**src/hdl/dtr_pkg.sv**
```systemverilog
// Shared types, constants and rectangle helpers for the dirty rectangle tracker.
package dtr_pkg;

  localparam int COORD_BITS = 13;
  localparam int POS_W      = COORD_BITS + 1;
  localparam int SPAN_W     = POS_W + 1;
  localparam int AREA_W     = 2 * COORD_BITS;

  localparam logic [COORD_BITS-1:0] SCREEN_W_RST = COORD_BITS'(640);
  localparam logic [COORD_BITS-1:0] SCREEN_H_RST = COORD_BITS'(480);

  localparam logic OP_MARK  = 1'b0;
  localparam logic OP_FLUSH = 1'b1;

  typedef enum logic {
    REG_SCREEN_W = 1'b0,
    REG_SCREEN_H = 1'b1
  } reg_idx_t;

  // stored as corners: x0 < x1, y0 < y1, x1 and y1 exclusive, clipped to the screen
  typedef struct packed {
    logic [COORD_BITS-1:0] y1;
    logic [COORD_BITS-1:0] x1;
    logic [COORD_BITS-1:0] y0;
    logic [COORD_BITS-1:0] x0;
  } rect_t;

  typedef struct packed {
    logic mul_en;
    logic cmp_en;
    logic first;
  } grow_ctl_t;

  // closed intervals, so shared edges count as touching
  function automatic logic touches(rect_t a, rect_t b);
    return (a.x0 <= b.x1) && (b.x0 <= a.x1) && (a.y0 <= b.y1) && (b.y0 <= a.y1);
  endfunction

  function automatic rect_t enclose(rect_t a, rect_t b);
    rect_t e;
    e.x0 = (a.x0 < b.x0) ? a.x0 : b.x0;
    e.y0 = (a.y0 < b.y0) ? a.y0 : b.y0;
    e.x1 = (a.x1 > b.x1) ? a.x1 : b.x1;
    e.y1 = (a.y1 > b.y1) ? a.y1 : b.y1;
    return e;
  endfunction

endpackage

```
**src/hdl/dtr_ram.sv**
```systemverilog
// Generic single-write, single-read RAM with registered read data.
module dtr_ram #(
  parameter int WIDTH = 52,
  parameter int DEPTH = 8,
  localparam int AW = (DEPTH > 1) ? $clog2(DEPTH) : 1
) (
  input  logic             clk,
  input  logic             wr_en,
  input  logic [AW-1:0]    wr_addr,
  input  logic [WIDTH-1:0] wr_data,
  input  logic             rd_en,
  input  logic [AW-1:0]    rd_addr,
  output logic [WIDTH-1:0] rd_data
);

  logic [WIDTH-1:0] mem [DEPTH];

  always_ff @(posedge clk) begin
    if (wr_en) begin
      mem[wr_addr] <= wr_data;
    end
    if (rd_en) begin
      rd_data <= mem[rd_addr];
    end
  end

endmodule

```
**src/hdl/dtr_clip.sv**
```systemverilog
// Clips a requested rectangle to the screen and flags an empty result.
module dtr_clip import dtr_pkg::*; (
  input  logic signed [POS_W-1:0]   rect_x,
  input  logic signed [POS_W-1:0]   rect_y,
  input  logic [COORD_BITS-1:0]     rect_width,
  input  logic [COORD_BITS-1:0]     rect_height,
  input  logic [COORD_BITS-1:0]     screen_w,
  input  logic [COORD_BITS-1:0]     screen_h,
  output rect_t                     clip,
  output logic                      empty
);

  logic signed [SPAN_W-1:0] xs, ys, xe, ye, x0, y0, xend, yend, xlim, ylim;

  always_comb begin
    xs   = SPAN_W'(rect_x);
    ys   = SPAN_W'(rect_y);
    xend = xs + $signed({2'b00, rect_width});
    yend = ys + $signed({2'b00, rect_height});
    xlim = $signed({2'b00, screen_w});
    ylim = $signed({2'b00, screen_h});
    xe   = (xend < xlim) ? xend : xlim;
    ye   = (yend < ylim) ? yend : ylim;
    x0   = (xs < 0) ? '0 : xs;
    y0   = (ys < 0) ? '0 : ys;
    empty   = (xe <= x0) || (ye <= y0);
    clip.x0 = x0[COORD_BITS-1:0];
    clip.y0 = y0[COORD_BITS-1:0];
    clip.x1 = xe[COORD_BITS-1:0];
    clip.y1 = ye[COORD_BITS-1:0];
  end

endmodule

```
**src/hdl/dtr_grow.sv**
```systemverilog
// Area growth unit: registered products, then running minimum over the slots.
module dtr_grow import dtr_pkg::*; #(
  parameter int IDX_W = 3
) (
  input  logic             clk,
  input  grow_ctl_t        ctl,
  input  rect_t            r,
  input  rect_t            s,
  input  logic [IDX_W-1:0] idx,
  output logic [IDX_W-1:0] best_idx
);

  rect_t                 e;
  logic [COORD_BITS-1:0] ew, eh, sw, sh;
  logic [AREA_W-1:0]     area_e_r, area_s_r, best_g_r, growth;
  logic [IDX_W-1:0]      best_idx_r;

  always_comb begin
    e  = enclose(r, s);
    ew = e.x1 - e.x0;
    eh = e.y1 - e.y0;
    sw = s.x1 - s.x0;
    sh = s.y1 - s.y0;
    growth = area_e_r - area_s_r;
  end

  always_ff @(posedge clk) begin
    if (ctl.mul_en) begin
      area_e_r <= AREA_W'(ew) * AREA_W'(eh);
      area_s_r <= AREA_W'(sw) * AREA_W'(sh);
    end
    // strict less-than keeps the lowest index on ties
    if (ctl.cmp_en && (ctl.first || growth < best_g_r)) begin
      best_g_r   <= growth;
      best_idx_r <= idx;
    end
  end

  assign best_idx = best_idx_r;

endmodule

```
**src/hdl/dirty_rect_merge_tracker.sv**
```systemverilog
// Top level: dirty rectangle list kept in a slot RAM, merged by a sequencer.
//
//  channel | dir | handshake            | payload
//  --------+-----+----------------------+------------------------------------------
//  in_     | in  | in_tvalid/in_tready  | tuser: op; tdata: x, y, width, height
//  out_    | out | out_tvalid/out_tready| tdata: x, y, width, height; tlast: last
//  cfg_    | in  | APB psel/penable     | reg 0 screen_width @0, reg 1 screen_height @4
//
// A mark is clipped; a merge pass starts in S_PEND, checks slots in S_CHK and refills each
// absorbed non-last slot in S_MOVE; passes repeat until nothing is absorbed, then S_PEND
// appends. A full list adds a growth scan of S_GMUL and S_GCMP per slot, then S_GSEL and a
// forced merge of the chosen slot. A flush gives one result per cycle while out_tready is
// high, the first via the RAM read and output registers. Reset (rst_n low, synchronous)
// empties the list; the RAM needs no clearing. Requests are taken only while idle; a stalled
// last result waits in the output register and does not block the next request.
module dirty_rect_merge_tracker import dtr_pkg::*; #(
  parameter int NUM_SLOTS = 8
) (
  input  logic        clk,
  input  logic        rst_n,
  input  logic        in_tvalid,
  output logic        in_tready,
  input  logic [55:0] in_tdata,   // rect_x[13:0], rect_y[27:14], rect_width[40:28],
                                  // rect_height[53:41], zero pad
  input  logic        in_tuser,   // op: 0 mark, 1 flush
  output logic        out_tvalid,
  input  logic        out_tready,
  output logic [55:0] out_tdata,  // out_x[12:0], out_y[25:13], out_width[38:26],
                                  // out_height[51:39], zero pad
  output logic        out_tlast,
  input  logic        cfg_psel,
  input  logic        cfg_penable,
  input  logic        cfg_pwrite,
  input  logic [2:0]  cfg_paddr,
  input  logic [31:0] cfg_pwdata,
  output logic [31:0] cfg_prdata,
  output logic        cfg_pready
);

  localparam int IDX_W = (NUM_SLOTS > 1) ? $clog2(NUM_SLOTS) : 1;
  localparam int CNT_W = $clog2(NUM_SLOTS + 1);
  localparam logic [CNT_W-1:0] CNT_FULL = CNT_W'(NUM_SLOTS);
  localparam int RW = $bits(rect_t);

  typedef enum logic [8:0] {
    S_IDLE  = 9'b000000001,
    S_CLIP  = 9'b000000010,
    S_PEND  = 9'b000000100,
    S_CHK   = 9'b000001000,
    S_MOVE  = 9'b000010000,
    S_GMUL  = 9'b000100000,
    S_GCMP  = 9'b001000000,
    S_GSEL  = 9'b010000000,
    S_FLUSH = 9'b100000000
  } state_t;

  state_t                  state_r, state_nxt;
  logic [CNT_W-1:0]        cnt_r, cnt_nxt;
  logic [IDX_W-1:0]        i_r, i_nxt;
  logic                    absorbed_r, absorbed_nxt;
  logic                    grow_r, grow_nxt;
  rect_t                   r_r, r_nxt;
  logic [COORD_BITS-1:0]   sw_r, sh_r;
  logic signed [POS_W-1:0] rect_x_r, rect_y_r;
  logic [COORD_BITS-1:0]   rect_w_r, rect_h_r;
  logic                    out_valid_r, out_valid_nxt, out_last_r, out_load;
  logic [COORD_BITS-1:0]   out_x_r, out_y_r, out_w_r, out_h_r;

  logic                    ram_wr_en, ram_rd_en;
  logic [IDX_W-1:0]        ram_wr_addr, ram_rd_addr;
  rect_t                   ram_wr_rect, rd_rect;
  logic [RW-1:0]           ram_rd_data;

  rect_t                   clip_rect;
  logic                    clip_empty;
  grow_ctl_t               gctl;
  logic [IDX_W-1:0]        best_idx;

  logic [CNT_W-1:0]        i_ext, ip1, cnt_m1;
  logic                    is_last, in_acc, cfg_wr;

  assign in_tready  = (state_r == S_IDLE);
  assign in_acc     = in_tvalid && in_tready;
  assign cfg_pready = 1'b1;
  assign cfg_wr     = cfg_psel && cfg_penable && cfg_pwrite;
  assign rd_rect    = rect_t'(ram_rd_data);

  assign i_ext   = CNT_W'(i_r);
  assign ip1     = i_ext + CNT_W'(1);
  assign cnt_m1  = cnt_r - CNT_W'(1);
  assign is_last = (i_ext == cnt_m1);

  dtr_ram #(.WIDTH(RW), .DEPTH(NUM_SLOTS)) u_slots (
    .clk     (clk),
    .wr_en   (ram_wr_en),
    .wr_addr (ram_wr_addr),
    .wr_data (ram_wr_rect),
    .rd_en   (ram_rd_en),
    .rd_addr (ram_rd_addr),
    .rd_data (ram_rd_data)
  );

  dtr_clip u_clip (
    .rect_x      (rect_x_r),
    .rect_y      (rect_y_r),
    .rect_width  (rect_w_r),
    .rect_height (rect_h_r),
    .screen_w    (sw_r),
    .screen_h    (sh_r),
    .clip        (clip_rect),
    .empty       (clip_empty)
  );

  dtr_grow #(.IDX_W(IDX_W)) u_grow (
    .clk      (clk),
    .ctl      (gctl),
    .r        (r_r),
    .s        (rd_rect),
    .idx      (i_r),
    .best_idx (best_idx)
  );

  always_comb begin
    state_nxt     = state_r;
    cnt_nxt       = cnt_r;
    i_nxt         = i_r;
    absorbed_nxt  = absorbed_r;
    grow_nxt      = grow_r;
    r_nxt         = r_r;
    ram_wr_en     = 1'b0;
    ram_wr_addr   = i_r;
    ram_wr_rect   = rd_rect;
    ram_rd_en     = 1'b0;
    ram_rd_addr   = i_r;
    gctl          = '0;
    out_load      = 1'b0;
    out_valid_nxt = out_valid_r && !out_tready;

    case (state_r)
      S_IDLE: begin
        if (in_acc) begin
          if (in_tuser == OP_FLUSH) begin
            if (cnt_r != '0) begin
              i_nxt       = '0;
              ram_rd_en   = 1'b1;
              ram_rd_addr = '0;
              state_nxt   = S_FLUSH;
            end
          end else begin
            state_nxt = S_CLIP;
          end
        end
      end
      S_CLIP: begin
        if (clip_empty) begin
          state_nxt = S_IDLE;
        end else begin
          r_nxt        = clip_rect;
          absorbed_nxt = 1'b1;   // forces the first merge pass
          grow_nxt     = 1'b0;
          state_nxt    = S_PEND;
        end
      end
      S_PEND: begin
        if (absorbed_r && cnt_r != '0) begin
          absorbed_nxt = 1'b0;
          i_nxt        = '0;
          ram_rd_en    = 1'b1;
          ram_rd_addr  = '0;
          state_nxt    = S_CHK;
        end else if (cnt_r == CNT_FULL) begin
          i_nxt       = '0;
          ram_rd_en   = 1'b1;
          ram_rd_addr = '0;
          state_nxt   = S_GMUL;
        end else begin
          ram_wr_en   = 1'b1;
          ram_wr_addr = cnt_r[IDX_W-1:0];
          ram_wr_rect = r_r;
          cnt_nxt     = cnt_r + CNT_W'(1);
          state_nxt   = S_IDLE;
        end
      end
      S_CHK: begin
        if (grow_r || touches(r_r, rd_rect)) begin
          r_nxt        = enclose(r_r, rd_rect);
          absorbed_nxt = 1'b1;
          if (is_last) begin
            cnt_nxt   = cnt_m1;
            grow_nxt  = 1'b0;
            state_nxt = S_PEND;
          end else begin
            // fetch the last slot to fill the hole
            ram_rd_en   = 1'b1;
            ram_rd_addr = cnt_m1[IDX_W-1:0];
            state_nxt   = S_MOVE;
          end
        end else if (ip1 < cnt_r) begin
          i_nxt       = ip1[IDX_W-1:0];
          ram_rd_en   = 1'b1;
          ram_rd_addr = ip1[IDX_W-1:0];
        end else begin
          state_nxt = S_PEND;
        end
      end
      S_MOVE: begin
        ram_wr_en = 1'b1;
        cnt_nxt   = cnt_m1;
        if (grow_r) begin
          grow_nxt  = 1'b0;
          state_nxt = S_PEND;
        end else if (ip1 < cnt_m1) begin
          // moved slot is skipped in this pass; address differs from the write
          i_nxt       = ip1[IDX_W-1:0];
          ram_rd_en   = 1'b1;
          ram_rd_addr = ip1[IDX_W-1:0];
          state_nxt   = S_CHK;
        end else begin
          state_nxt = S_PEND;
        end
      end
      S_GMUL: begin
        gctl.mul_en = 1'b1;
        state_nxt   = S_GCMP;
      end
      S_GCMP: begin
        gctl.cmp_en = 1'b1;
        gctl.first  = (i_r == '0);
        if (ip1 < cnt_r) begin
          i_nxt       = ip1[IDX_W-1:0];
          ram_rd_en   = 1'b1;
          ram_rd_addr = ip1[IDX_W-1:0];
          state_nxt   = S_GMUL;
        end else begin
          state_nxt = S_GSEL;
        end
      end
      S_GSEL: begin
        i_nxt       = best_idx;
        ram_rd_en   = 1'b1;
        ram_rd_addr = best_idx;
        grow_nxt    = 1'b1;
        state_nxt   = S_CHK;
      end
      S_FLUSH: begin
        if (!out_valid_r || out_tready) begin
          out_load      = 1'b1;
          out_valid_nxt = 1'b1;
          if (is_last) begin
            cnt_nxt   = '0;
            state_nxt = S_IDLE;
          end else begin
            i_nxt       = ip1[IDX_W-1:0];
            ram_rd_en   = 1'b1;
            ram_rd_addr = ip1[IDX_W-1:0];
          end
        end
      end
      default: begin
        state_nxt = S_IDLE;
      end
    endcase
  end

  always_ff @(posedge clk) begin
    if (!rst_n) begin
      state_r     <= S_IDLE;
      cnt_r       <= '0;
      i_r         <= '0;
      absorbed_r  <= 1'b0;
      grow_r      <= 1'b0;
      out_valid_r <= 1'b0;
      sw_r        <= SCREEN_W_RST;
      sh_r        <= SCREEN_H_RST;
    end else begin
      state_r     <= state_nxt;
      cnt_r       <= cnt_nxt;
      i_r         <= i_nxt;
      absorbed_r  <= absorbed_nxt;
      grow_r      <= grow_nxt;
      out_valid_r <= out_valid_nxt;
      if (cfg_wr) begin
        case (reg_idx_t'(cfg_paddr[2]))
          REG_SCREEN_W: sw_r <= cfg_pwdata[COORD_BITS-1:0];
          REG_SCREEN_H: sh_r <= cfg_pwdata[COORD_BITS-1:0];
          default: ;
        endcase
      end
    end
  end

  always_ff @(posedge clk) begin
    r_r <= r_nxt;
    if (in_acc) begin
      rect_x_r <= in_tdata[13:0];
      rect_y_r <= in_tdata[27:14];
      rect_w_r <= in_tdata[40:28];
      rect_h_r <= in_tdata[53:41];
    end
    if (out_load) begin
      out_x_r    <= rd_rect.x0;
      out_y_r    <= rd_rect.y0;
      out_w_r    <= rd_rect.x1 - rd_rect.x0;
      out_h_r    <= rd_rect.y1 - rd_rect.y0;
      out_last_r <= is_last;
    end
  end

  always_comb begin
    case (reg_idx_t'(cfg_paddr[2]))
      REG_SCREEN_W: cfg_prdata = 32'(sw_r);
      REG_SCREEN_H: cfg_prdata = 32'(sh_r);
      default:      cfg_prdata = '0;
    endcase
  end

  assign out_tvalid = out_valid_r;
  assign out_tlast  = out_last_r;
  assign out_tdata  = {4'b0000, out_h_r, out_w_r, out_y_r, out_x_r};

endmodule
```
**config.mk**
```make
export PLATFORM = sky130hd
export DESIGN_NAME = dirty_rect_merge_tracker
export DESIGN_NICKNAME = d
export VERILOG_FILES = /design/src/hdl/dtr_pkg.sv /design/src/hdl/dtr_ram.sv /design/src/hdl/dtr_clip.sv /design/src/hdl/dtr_grow.sv /design/src/hdl/dirty_rect_merge_tracker.sv
export SDC_FILE = /design/constraint.sdc
export NUM_CORES = 2
export LEC_CHECK = 0
export CORE_MARGIN = 5
export CORE_UTILIZATION = 38
export DETAILED_ROUTE_END_ITERATION = 16
export DONT_BUFFER_PORTS = 1
export PLACE_DENSITY = 0.54
export SLEW_MARGIN = 20
export SYNTH_ARGS = -nofsm -noshare
export SYNTH_HDL_FRONTEND = slang
export SYNTH_HIERARCHICAL = 1
export SYNTH_SLANG_ARGS = --single-unit
```
**constraint.sdc**
```tcl
create_clock -name clk -period 18.5 [get_ports clk]
set_input_delay 0.925 -clock clk [delete_from_list [all_inputs] [get_ports clk]]
set_output_delay 0.925 -clock clk [all_outputs]
set_load 0.005 [all_outputs]
```
**Word level (Yosys, flattened, before mapping)**

Memories as Yosys holds them, arrays and structs flattened. A register that Yosys moved wholly into a read port is not among the register bits.
Cells that the tools add are included.

- Word-level logic and storage cells: 195
- Bits in registers: 285
- RAM bits: 416
- Memories: 1
- Output and inout port bits: 92

Memories:

| memory | depth | bits a word | rd ports | clocked after memory_dff | write ports | RTL line | text |
|---|---|---|---|---|---|---|---|
| u_slots.mem | 8 | 52 | 1 | 1 | 1 | dtr_ram.sv:16 | `logic [WIDTH-1:0] mem [DEPTH];` |

- $mul: 2
- Bitwise operators: 1
- Order comparisons: 17
- Muxes and demuxes: 86
- Add/sub/neg operators: 10
- Reduce and logical (&&, ||, !) cells: 30
- Equal/unequal tests: 23

Operators by type and width:

| cell | number |
|---|---|
| $mux W52 | 5 |
| $pmux W52 S2 | 1 |
| $pmux W9 S9 | 1 |
| $mux W9 | 8 |
| $pmux W32 S2 | 1 |
| $mux W15 | 4 |
| $le A13 B13 Y1 | 4 |
| $mul A13 B13 Y26 | 2 |
| $mux W13 | 4 |
| $sub A13 B13 Y13 | 4 |
| $mux W3 | 17 |
| $pmux W3 S7 | 2 |
| $add A14 B14 Y15 | 2 |
| $le A15 B15 Y1 | 2 |
| $lt A15 B14 Y1 | 2 |
| $lt A14 B1 Y1 const B | 2 |
| $mux W4 | 7 |
| $gt A13 B13 Y1 | 2 |
| $lt A13 B13 Y1 | 2 |
| $lt A26 B26 Y1 | 1 |
| $mux W1 | 26 |
| $sub A26 B26 Y26 | 1 |
| $ne A2 B2 Y1 const B | 9 |
| $pmux W4 S4 | 1 |
| 40 further kinds | 59 |

**Depth between registers and ports, before layout**

- Word-level depth: 7
- Mapped depth: 39
- Mapped depth without buffers: 38

**Modules after synthesis**

Netlist, hierarchy kept.

By module, submodules not included:

| module | area each (um2) | seq. area each (um2) | times used | cells an instance |
|---|---|---|---|---|
| dtr_grow | 19128.3 | 2432.3 | 1 | 2184 |
| dtr_ram | 17261.6 | 14053.5 | 1 | 667 |
| dirty_rect_merge_tracker | 12365.6 | 5675.4 | 1 | 1285 |
| dtr_clip | 2927.8 | 0.0 | 1 | 399 |

**Least setup slack after synthesis**

Ideal clock, no wire load.

- Kind: reg2reg
- Start point: reg u_slots.rd_data[38] (read register of u_slots.mem)
- End point: reg u_grow.area_e_r[21], data pin
- Data required time: 18224 ps
- Slack: 10036 ps
- Arrival: 8189 ps
- Path buffers: 1
- Cell stages (with the launch flop): 36
- Clock period less this slack: 8464 ps
- Path through: edfxtp_1 inv_1 ha_1 nand4_1 nor3_1 o31ai_1 o2111ai_1 a21boi_1 mux2i_1 ha_1 inv_1 fa_1 a21o_1 a211oi_1 nor2_1 o41ai_2 xnor2_1 clkbuf_1 nand2_1 fa_1 inv_1 fa_1 inv_1 fa_1 inv_1 fa_1 fa_1 ha_1 o21a_1 o21ai_0 nand2_1 a41oi_1 o21ai_0 a21oi_1 o311ai_0 xor2_1

- Longest elaborated chain between the ends: 4

Ends and longest elaborated chain:

| element | RTL line | text |
|---|---|---|
| start, declared | dtr_ram.sv:13 | `output logic [WIDTH-1:0] rd_data` |
| $gt A13 B13 Y1 | dtr_pkg.sv:43 | `e.x1 = (a.x1 > b.x1) ? a.x1 : b.x1;` |
| $mux W13 * | dtr_pkg.sv:43 |  |
| $sub A13 B13 Y13 * | dtr_grow.sv:20 | `ew = e.x1 - e.x0;` |
| $mul A13 B13 Y26 * | dtr_grow.sv:29 | `area_e_r <= AREA_W'(ew) * AREA_W'(eh);` |
| end signal, assigned | dtr_grow.sv:29 |  |
| end, declared | dtr_grow.sv:15 | `logic [AREA_W-1:0] area_e_r, area_s_r, best_g_r, growth;` |

Every way passes the cells marked *; elsewhere a longest branch is shown, timed or not.
A chain may end at the register's enable or synchronous reset.

**Final worst setup path**

- Start point: reg u_slots.rd_data[49] (read register of u_slots.mem)
- End point: reg u_grow.area_e_r[21], data pin

- Longest elaborated chain between the ends: 4

Ends and longest elaborated chain:

| element | RTL line | text |
|---|---|---|
| $gt A13 B13 Y1 | dtr_pkg.sv:44 | `e.y1 = (a.y1 > b.y1) ? a.y1 : b.y1;` |
| $mux W13 * | dtr_pkg.sv:44 |  |
| $sub A13 B13 Y13 * | dtr_grow.sv:21 | `eh = e.y1 - e.y0;` |
| $mul A13 B13 Y26 * | dtr_grow.sv:29 |  |

Marked as above.

==> run_summary.xml <==
<?xml version="1.0" encoding="UTF-8"?>
<metrics>
  <group name="setup_path">
    <metric name="rr_worst_depth" unit="">34</metric>
    <metric name="regToRegStartpoint" unit="">u_slots/rd_data[49]</metric>
    <metric name="setup.reg_to_reg.worst_slack" unit="ns">8.27</metric>
    <metric name="cp_top_family" unit="">compound AO/OA/AOI/OAI gates</metric>
    <metric name="timing_worst_setup_path_type" unit="">reg -&gt; reg</metric>
    <metric name="crit_top_cell" unit="">sky130_fd_sc_hd__fa_1</metric>
    <metric name="cp-end-kind" unit="">flip-flop</metric>
    <metric name="critical_path_peak_fanout" unit="">13</metric>
    <metric name="timing.critical_path.required" unit="ns">18.88</metric>
    <metric name="slowest_stage" unit="">sky130_fd_sc_hd__a21boi_1</metric>
    <metric name="worst_setup_path_startpoint" unit="">u_slots/rd_data[49]</metric>
    <metric name="rr_endpoint" unit="">u_grow/area_e_r[21]</metric>
    <metric name="crit_arrival" unit="ns">10.61</metric>
    <metric name="cp_num_buf_inv" unit="">5</metric>
    <metric name="cp-start-kind" unit="">flip-flop</metric>
    <metric name="crit_path_max_incr_delay" unit="ns">0.70</metric>
    <metric name="path_depth" unit="">34</metric>
  </group>
  <group name="die">
    <metric name="fp.dieW" unit="um">379</metric>
    <metric name="core_area" unit="mm^2">0.135</metric>
    <metric name="std_cell_rows" unit="">135</metric>
    <metric name="starting_density" unit="">0.382</metric>
    <metric name="floorplan.io_pins" unit="">191</metric>
    <metric name="dieHeight" unit="um">379</metric>
    <metric name="dieArea" unit="mm^2">0.143</metric>
  </group>
  <group name="synthesis">
    <metric name="synth-edff-count" unit="">708</metric>
    <metric name="synth.ff_latch_count" unit="">753</metric>
    <metric name="fraction_of_the_yosys_area_taken_by_sequential_cells" unit="">0.429</metric>
    <metric name="xor_xnor_fraction_of_synth_area" unit="">0.0292</metric>
    <metric name="synthCells" unit="">4535</metric>
    <metric name="synth_adder_area_share" unit="">0.220</metric>
    <metric name="synthFlopType" unit="">sky130_fd_sc_hd__edfxtp_1</metric>
    <metric name="synth_top_area_frac" unit="">0.411</metric>
    <metric name="count_of_warnings_emitted_by_yosys" unit="">6</metric>
    <metric name="muxShareOfSynthArea" unit="">0.0689</metric>
    <metric name="yosys.cell_types.count" unit="">104</metric>
    <metric name="synth_area_leader_cell" unit="">sky130_fd_sc_hd__edfxtp_1</metric>
    <metric name="synth_top_family_by_area" unit="">adder cells</metric>
    <metric name="post_synth_main_area_contributors" unit="">sky130_fd_sc_hd__edfxtp_1 41%, sky130_fd_sc_hd__ha_1 12%, sky130_fd_sc_hd__fa_1 9.7%</metric>
    <metric name="syn_area" unit="mm^2">0.0517</metric>
    <metric name="post_synth_and_or_nand_nor_area_fraction" unit="">0.101</metric>
    <metric name="synth.top_cells.by_count" unit="">708 x sky130_fd_sc_hd__edfxtp_1, 605 x sky130_fd_sc_hd__inv_1, 505 x sky130_fd_sc_hd__ha_1, 466 x sky130_fd_sc_hd__nand2_1</metric>
    <metric name="synth_compound_gate_area_share" unit="">0.0927</metric>
    <metric name="synthArstFlopShare" unit="">0</metric>
    <metric name="yosysMostFrequentCell" unit="">sky130_fd_sc_hd__edfxtp_1</metric>
    <metric name="post_synth.cell_area_avg" unit="um^2">11.4</metric>
  </group>
  <group name="sta">
    <metric name="grt_setup_unrepaired" unit="">no</metric>
    <metric name="report.final.slew_viol_count" unit="">0</metric>
    <metric name="max_freq" unit="GHz">0.0977</metric>
    <metric name="worstMarginPinSlew" unit="ns">1.18</metric>
    <metric name="timing.final.hold_violations" unit="">0</metric>
    <metric name="max-slew-margin-rel" unit="">0.213</metric>
    <metric name="part_of_the_cycle_the_worst_path_needs" unit="">0.553</metric>
    <metric name="setup_viol" unit="">0</metric>
    <metric name="setup-tns-final" unit="ns">0</metric>
    <metric name="clock-skew-final" unit="ns">0.0553</metric>
    <metric name="layout_min_cycle_time" unit="ns">10.23</metric>
  </group>
  <group name="min_path">
    <metric name="worstHoldPathType" unit="">in -&gt; reg</metric>
    <metric name="hold_end" unit="">state_r[1]</metric>
    <metric name="hold_path_depth" unit="">1</metric>
    <metric name="hold_path.startpoint" unit="">in_tuser</metric>
  </group>
  <group name="clock_network">
    <metric name="clock_latency_at_the_later_pin_of_the_worst_skew_pair" unit="ns">0.70</metric>
    <metric name="cts_hold_repair.buffers" unit="">0</metric>
    <metric name="post-cts-setup-buffer-count" unit="">0</metric>
    <metric name="ctsResizeCount" unit="">0</metric>
    <metric name="cts_root_buffer" unit="">sky130_fd_sc_hd__clkbuf_16</metric>
    <metric name="total_number_of_clock_tree_sinks" unit="">753</metric>
    <metric name="cts_buffers" unit="">84</metric>
    <metric name="ctsLongestPathBuffers" unit="">3</metric>
    <metric name="clk_transition_reported_paths" unit="ns">0.06</metric>
    <metric name="clock_tree_from_tritoncts" unit="">done</metric>
    <metric name="maximum_level_of_the_cts_h_tree" unit="">3</metric>
  </group>
  <group name="routing">
    <metric name="remaining_drc_errors" unit="">0</metric>
    <metric name="drt.antenna.violating_nets" unit="">0</metric>
    <metric name="drtIter0Drc" unit="">2357</metric>
    <metric name="route.met2.wl" unit="mm">66.7</metric>
    <metric name="detail_route.wirelength" unit="mm">143</metric>
    <metric name="drt-vias-per-instance" unit="">5.28</metric>
    <metric name="wl_met1" unit="mm">63.0</metric>
    <metric name="vias" unit="">33800</metric>
    <metric name="met3_wirelength" unit="mm">7.33</metric>
    <metric name="drt_pass1_iterations" unit="">6</metric>
    <metric name="wl_per_cell" unit="um">22.3</metric>
    <metric name="dr.max_layer_used" unit="">met5</metric>
  </group>
  <group name="pwr">
    <metric name="clkPwrFrac" unit="">0.368</metric>
    <metric name="comb_power_share" unit="">0.219</metric>
    <metric name="vdd.ir_drop.worst" unit="mV">0.0800</metric>
    <metric name="net_switching_power_figure" unit="mW">1.29</metric>
    <metric name="p_int" unit="mW">3.36</metric>
    <metric name="power.switching_fraction" unit="">0.278</metric>
    <metric name="power_per_cell_area" unit="mW/mm^2">81.9</metric>
    <metric name="sequentialPowerShare" unit="">0.413</metric>
    <metric name="static-leakage-power" unit="nW">23.1</metric>
  </group>
  <group name="layout">
    <metric name="layout.nets" unit="">5411</metric>
    <metric name="final-seq-area" unit="mm^2">0.0222</metric>
    <metric name="layout_fillers" unit="">12700</metric>
    <metric name="multi_input_comb_area" unit="mm^2">0.0267</metric>
    <metric name="flow.area_growth_from_synthesis" unit="%">9.84</metric>
    <metric name="post_route_cells_drive_above_1_share" unit="">0.0982</metric>
    <metric name="layoutNonFillerInstCount" unit="">6407</metric>
  </group>
  <group name="placement">
    <metric name="place.detailed.instances" unit="">6251</metric>
    <metric name="port_buffers" unit="">0</metric>
    <metric name="hpwl" unit="mm">105</metric>
    <metric name="place.gp.congestion" unit="">0.926</metric>
  </group>
  <group name="grt">
    <metric name="number_of_global_route_vias_before_repair" unit="">33900</metric>
    <metric name="grt_start_max_net_pins" unit="">105</metric>
    <metric name="grt-ovfl-total" unit="">0</metric>
    <metric name="grt_util_all_layers" unit="">0.198</metric>
    <metric name="grt_antenna_before_repair" unit="">8</metric>
    <metric name="grt_pass1_wl" unit="mm">214</metric>
  </group>
  <group name="status">
    <metric name="run_status" unit="">complete, no violations</metric>
  </group>
  <group name="flow_run">
    <metric name="max-cap-violations" unit="">0</metric>
  </group>
</metrics>
## state kept, by name, indices dropped and copies added, names as in the netlist, 4 cells and up
name,cells
u_grow/area_s_r,26
sh_r,13
rect_y_r,14
u_slots/rd_data,52
u_grow/area_e_r,26
state_r,9
sw_r,13
u_slots/mem,416
r_r,52
rect_w_r,13
cnt_r,4
out_w_r,13
out_h_r,13
rect_x_r,14
out_x_r,13
rect_h_r,13
out_y_r,13
u_grow/best_g_r,26
## stage by stage
stage               setup WS (ns)  hold WS [ns]  instance area (um^2)   util  power [mW]
global placement             8.40         0.460                 53900  0.398        2.97
floorplan                   10.04         0.406                 51800      -        2.75
global route                 7.58         0.286                 56800  0.420        4.90
finish                       8.27         0.308                 56800  0.420        4.65
detailed placement           8.35         0.469                 53900  0.399        2.98
CTS                          8.29         0.247                 56800  0.420        4.71
## cells by family (layout without fill, tap and decap cells)
kind of cell    count (synthesis)  count (layout)
simple gates                 1118            1118
buf+inv                       762             828
compound gates                760             760
fa+ha+maj                     757             757
flops                         753             753
mux                           214             214
xor+xnor                      169             169
other cells                     2              27
## layer usage
layer,vias to the layer above,track usage
li1,15900,-
met2,847,0.328
met1,16800,0.267
met5,-,0
met3,226,0.0274
met4,4,0.0749
## worst max-delay path by stage
| stage | end |
|---|---|
| 3_3_place_gp | u_grow/area_e_r[21] |
| 3_5_place_dp | u_grow/area_e_r[21] |
| 6_report | u_grow/area_e_r[21] |
| 4_1_cts | u_grow/area_e_r[21] |
| 5_1_grt | u_grow/area_e_r[22] |
| 2_1_floorplan | u_grow/area_e_r[21] |
## power by group through the flow
| stage | Sequential (mW) | Combinational [mW] | Clock [mW] |
|---|---|---|---|
| after CTS | 1.92 | 1.03 | 1.76 |
| after detailed placement | 1.96 | 1.02 | 0 |
| final | 1.92 | 1.02 | 1.71 |
| after global placement | 1.96 | 1.01 | 0 |
| after global routing | 1.92 | 1.15 | 1.83 |
| after floorplan | 1.94 | 0.804 | 0 |
## area by class of cell
type,count,share of cell area
clock buffer,100,0.0398
antenna,3,0.000132
clock inverter,53,0.0103
multi-input combinational,3042,0.471
sequential,753,0.390
timing repair buffer,68,0.00921
inverter,607,0.0401
tap,1781,0.0393
## cell usage in the layout, fill, tap and decap left out, types with 24 or more instances in the layout
cell type / Yosys / layout
sky130_fd_sc_hd__mux4_2: 101 / 101
sky130_fd_sc_hd__nor2b_1: 83 / 83
sky130_fd_sc_hd__and2_1: 57 / 55
sky130_fd_sc_hd__mux2_2: 86 / 86
sky130_fd_sc_hd__xnor2_1: 122 / 113
sky130_fd_sc_hd__nand2_1: 466 / 466
sky130_fd_sc_hd__dfxtp_1: 45 / 45
sky130_fd_sc_hd__ha_1: 505 / 505
sky130_fd_sc_hd__buf_4: 26 / 67
sky130_fd_sc_hd__nand2b_1: 76 / 76
sky130_fd_sc_hd__xor2_1: 44 / 43
sky130_fd_sc_hd__nor3_1: 46 / 44
sky130_fd_sc_hd__nand3_1: 51 / 51
sky130_fd_sc_hd__a211oi_1: 26 / 26
sky130_fd_sc_hd__clkbuf_16: 0 / 88
sky130_fd_sc_hd__conb_1: 2 / 24
sky130_fd_sc_hd__nand4_1: 33 / 33
sky130_fd_sc_hd__a21o_1: 59 / 59
sky130_fd_sc_hd__a21oi_1: 213 / 212
sky130_fd_sc_hd__inv_1: 605 / 605
sky130_fd_sc_hd__o21ai_0: 251 / 244
sky130_fd_sc_hd__nor2_1: 227 / 219
sky130_fd_sc_hd__o21a_1: 32 / 32
sky130_fd_sc_hd__fa_1: 251 / 251
sky130_fd_sc_hd__edfxtp_1: 708 / 708
sky130_fd_sc_hd__mux2i_1: 24 / 24
Power figures use the tool's default switching activity.
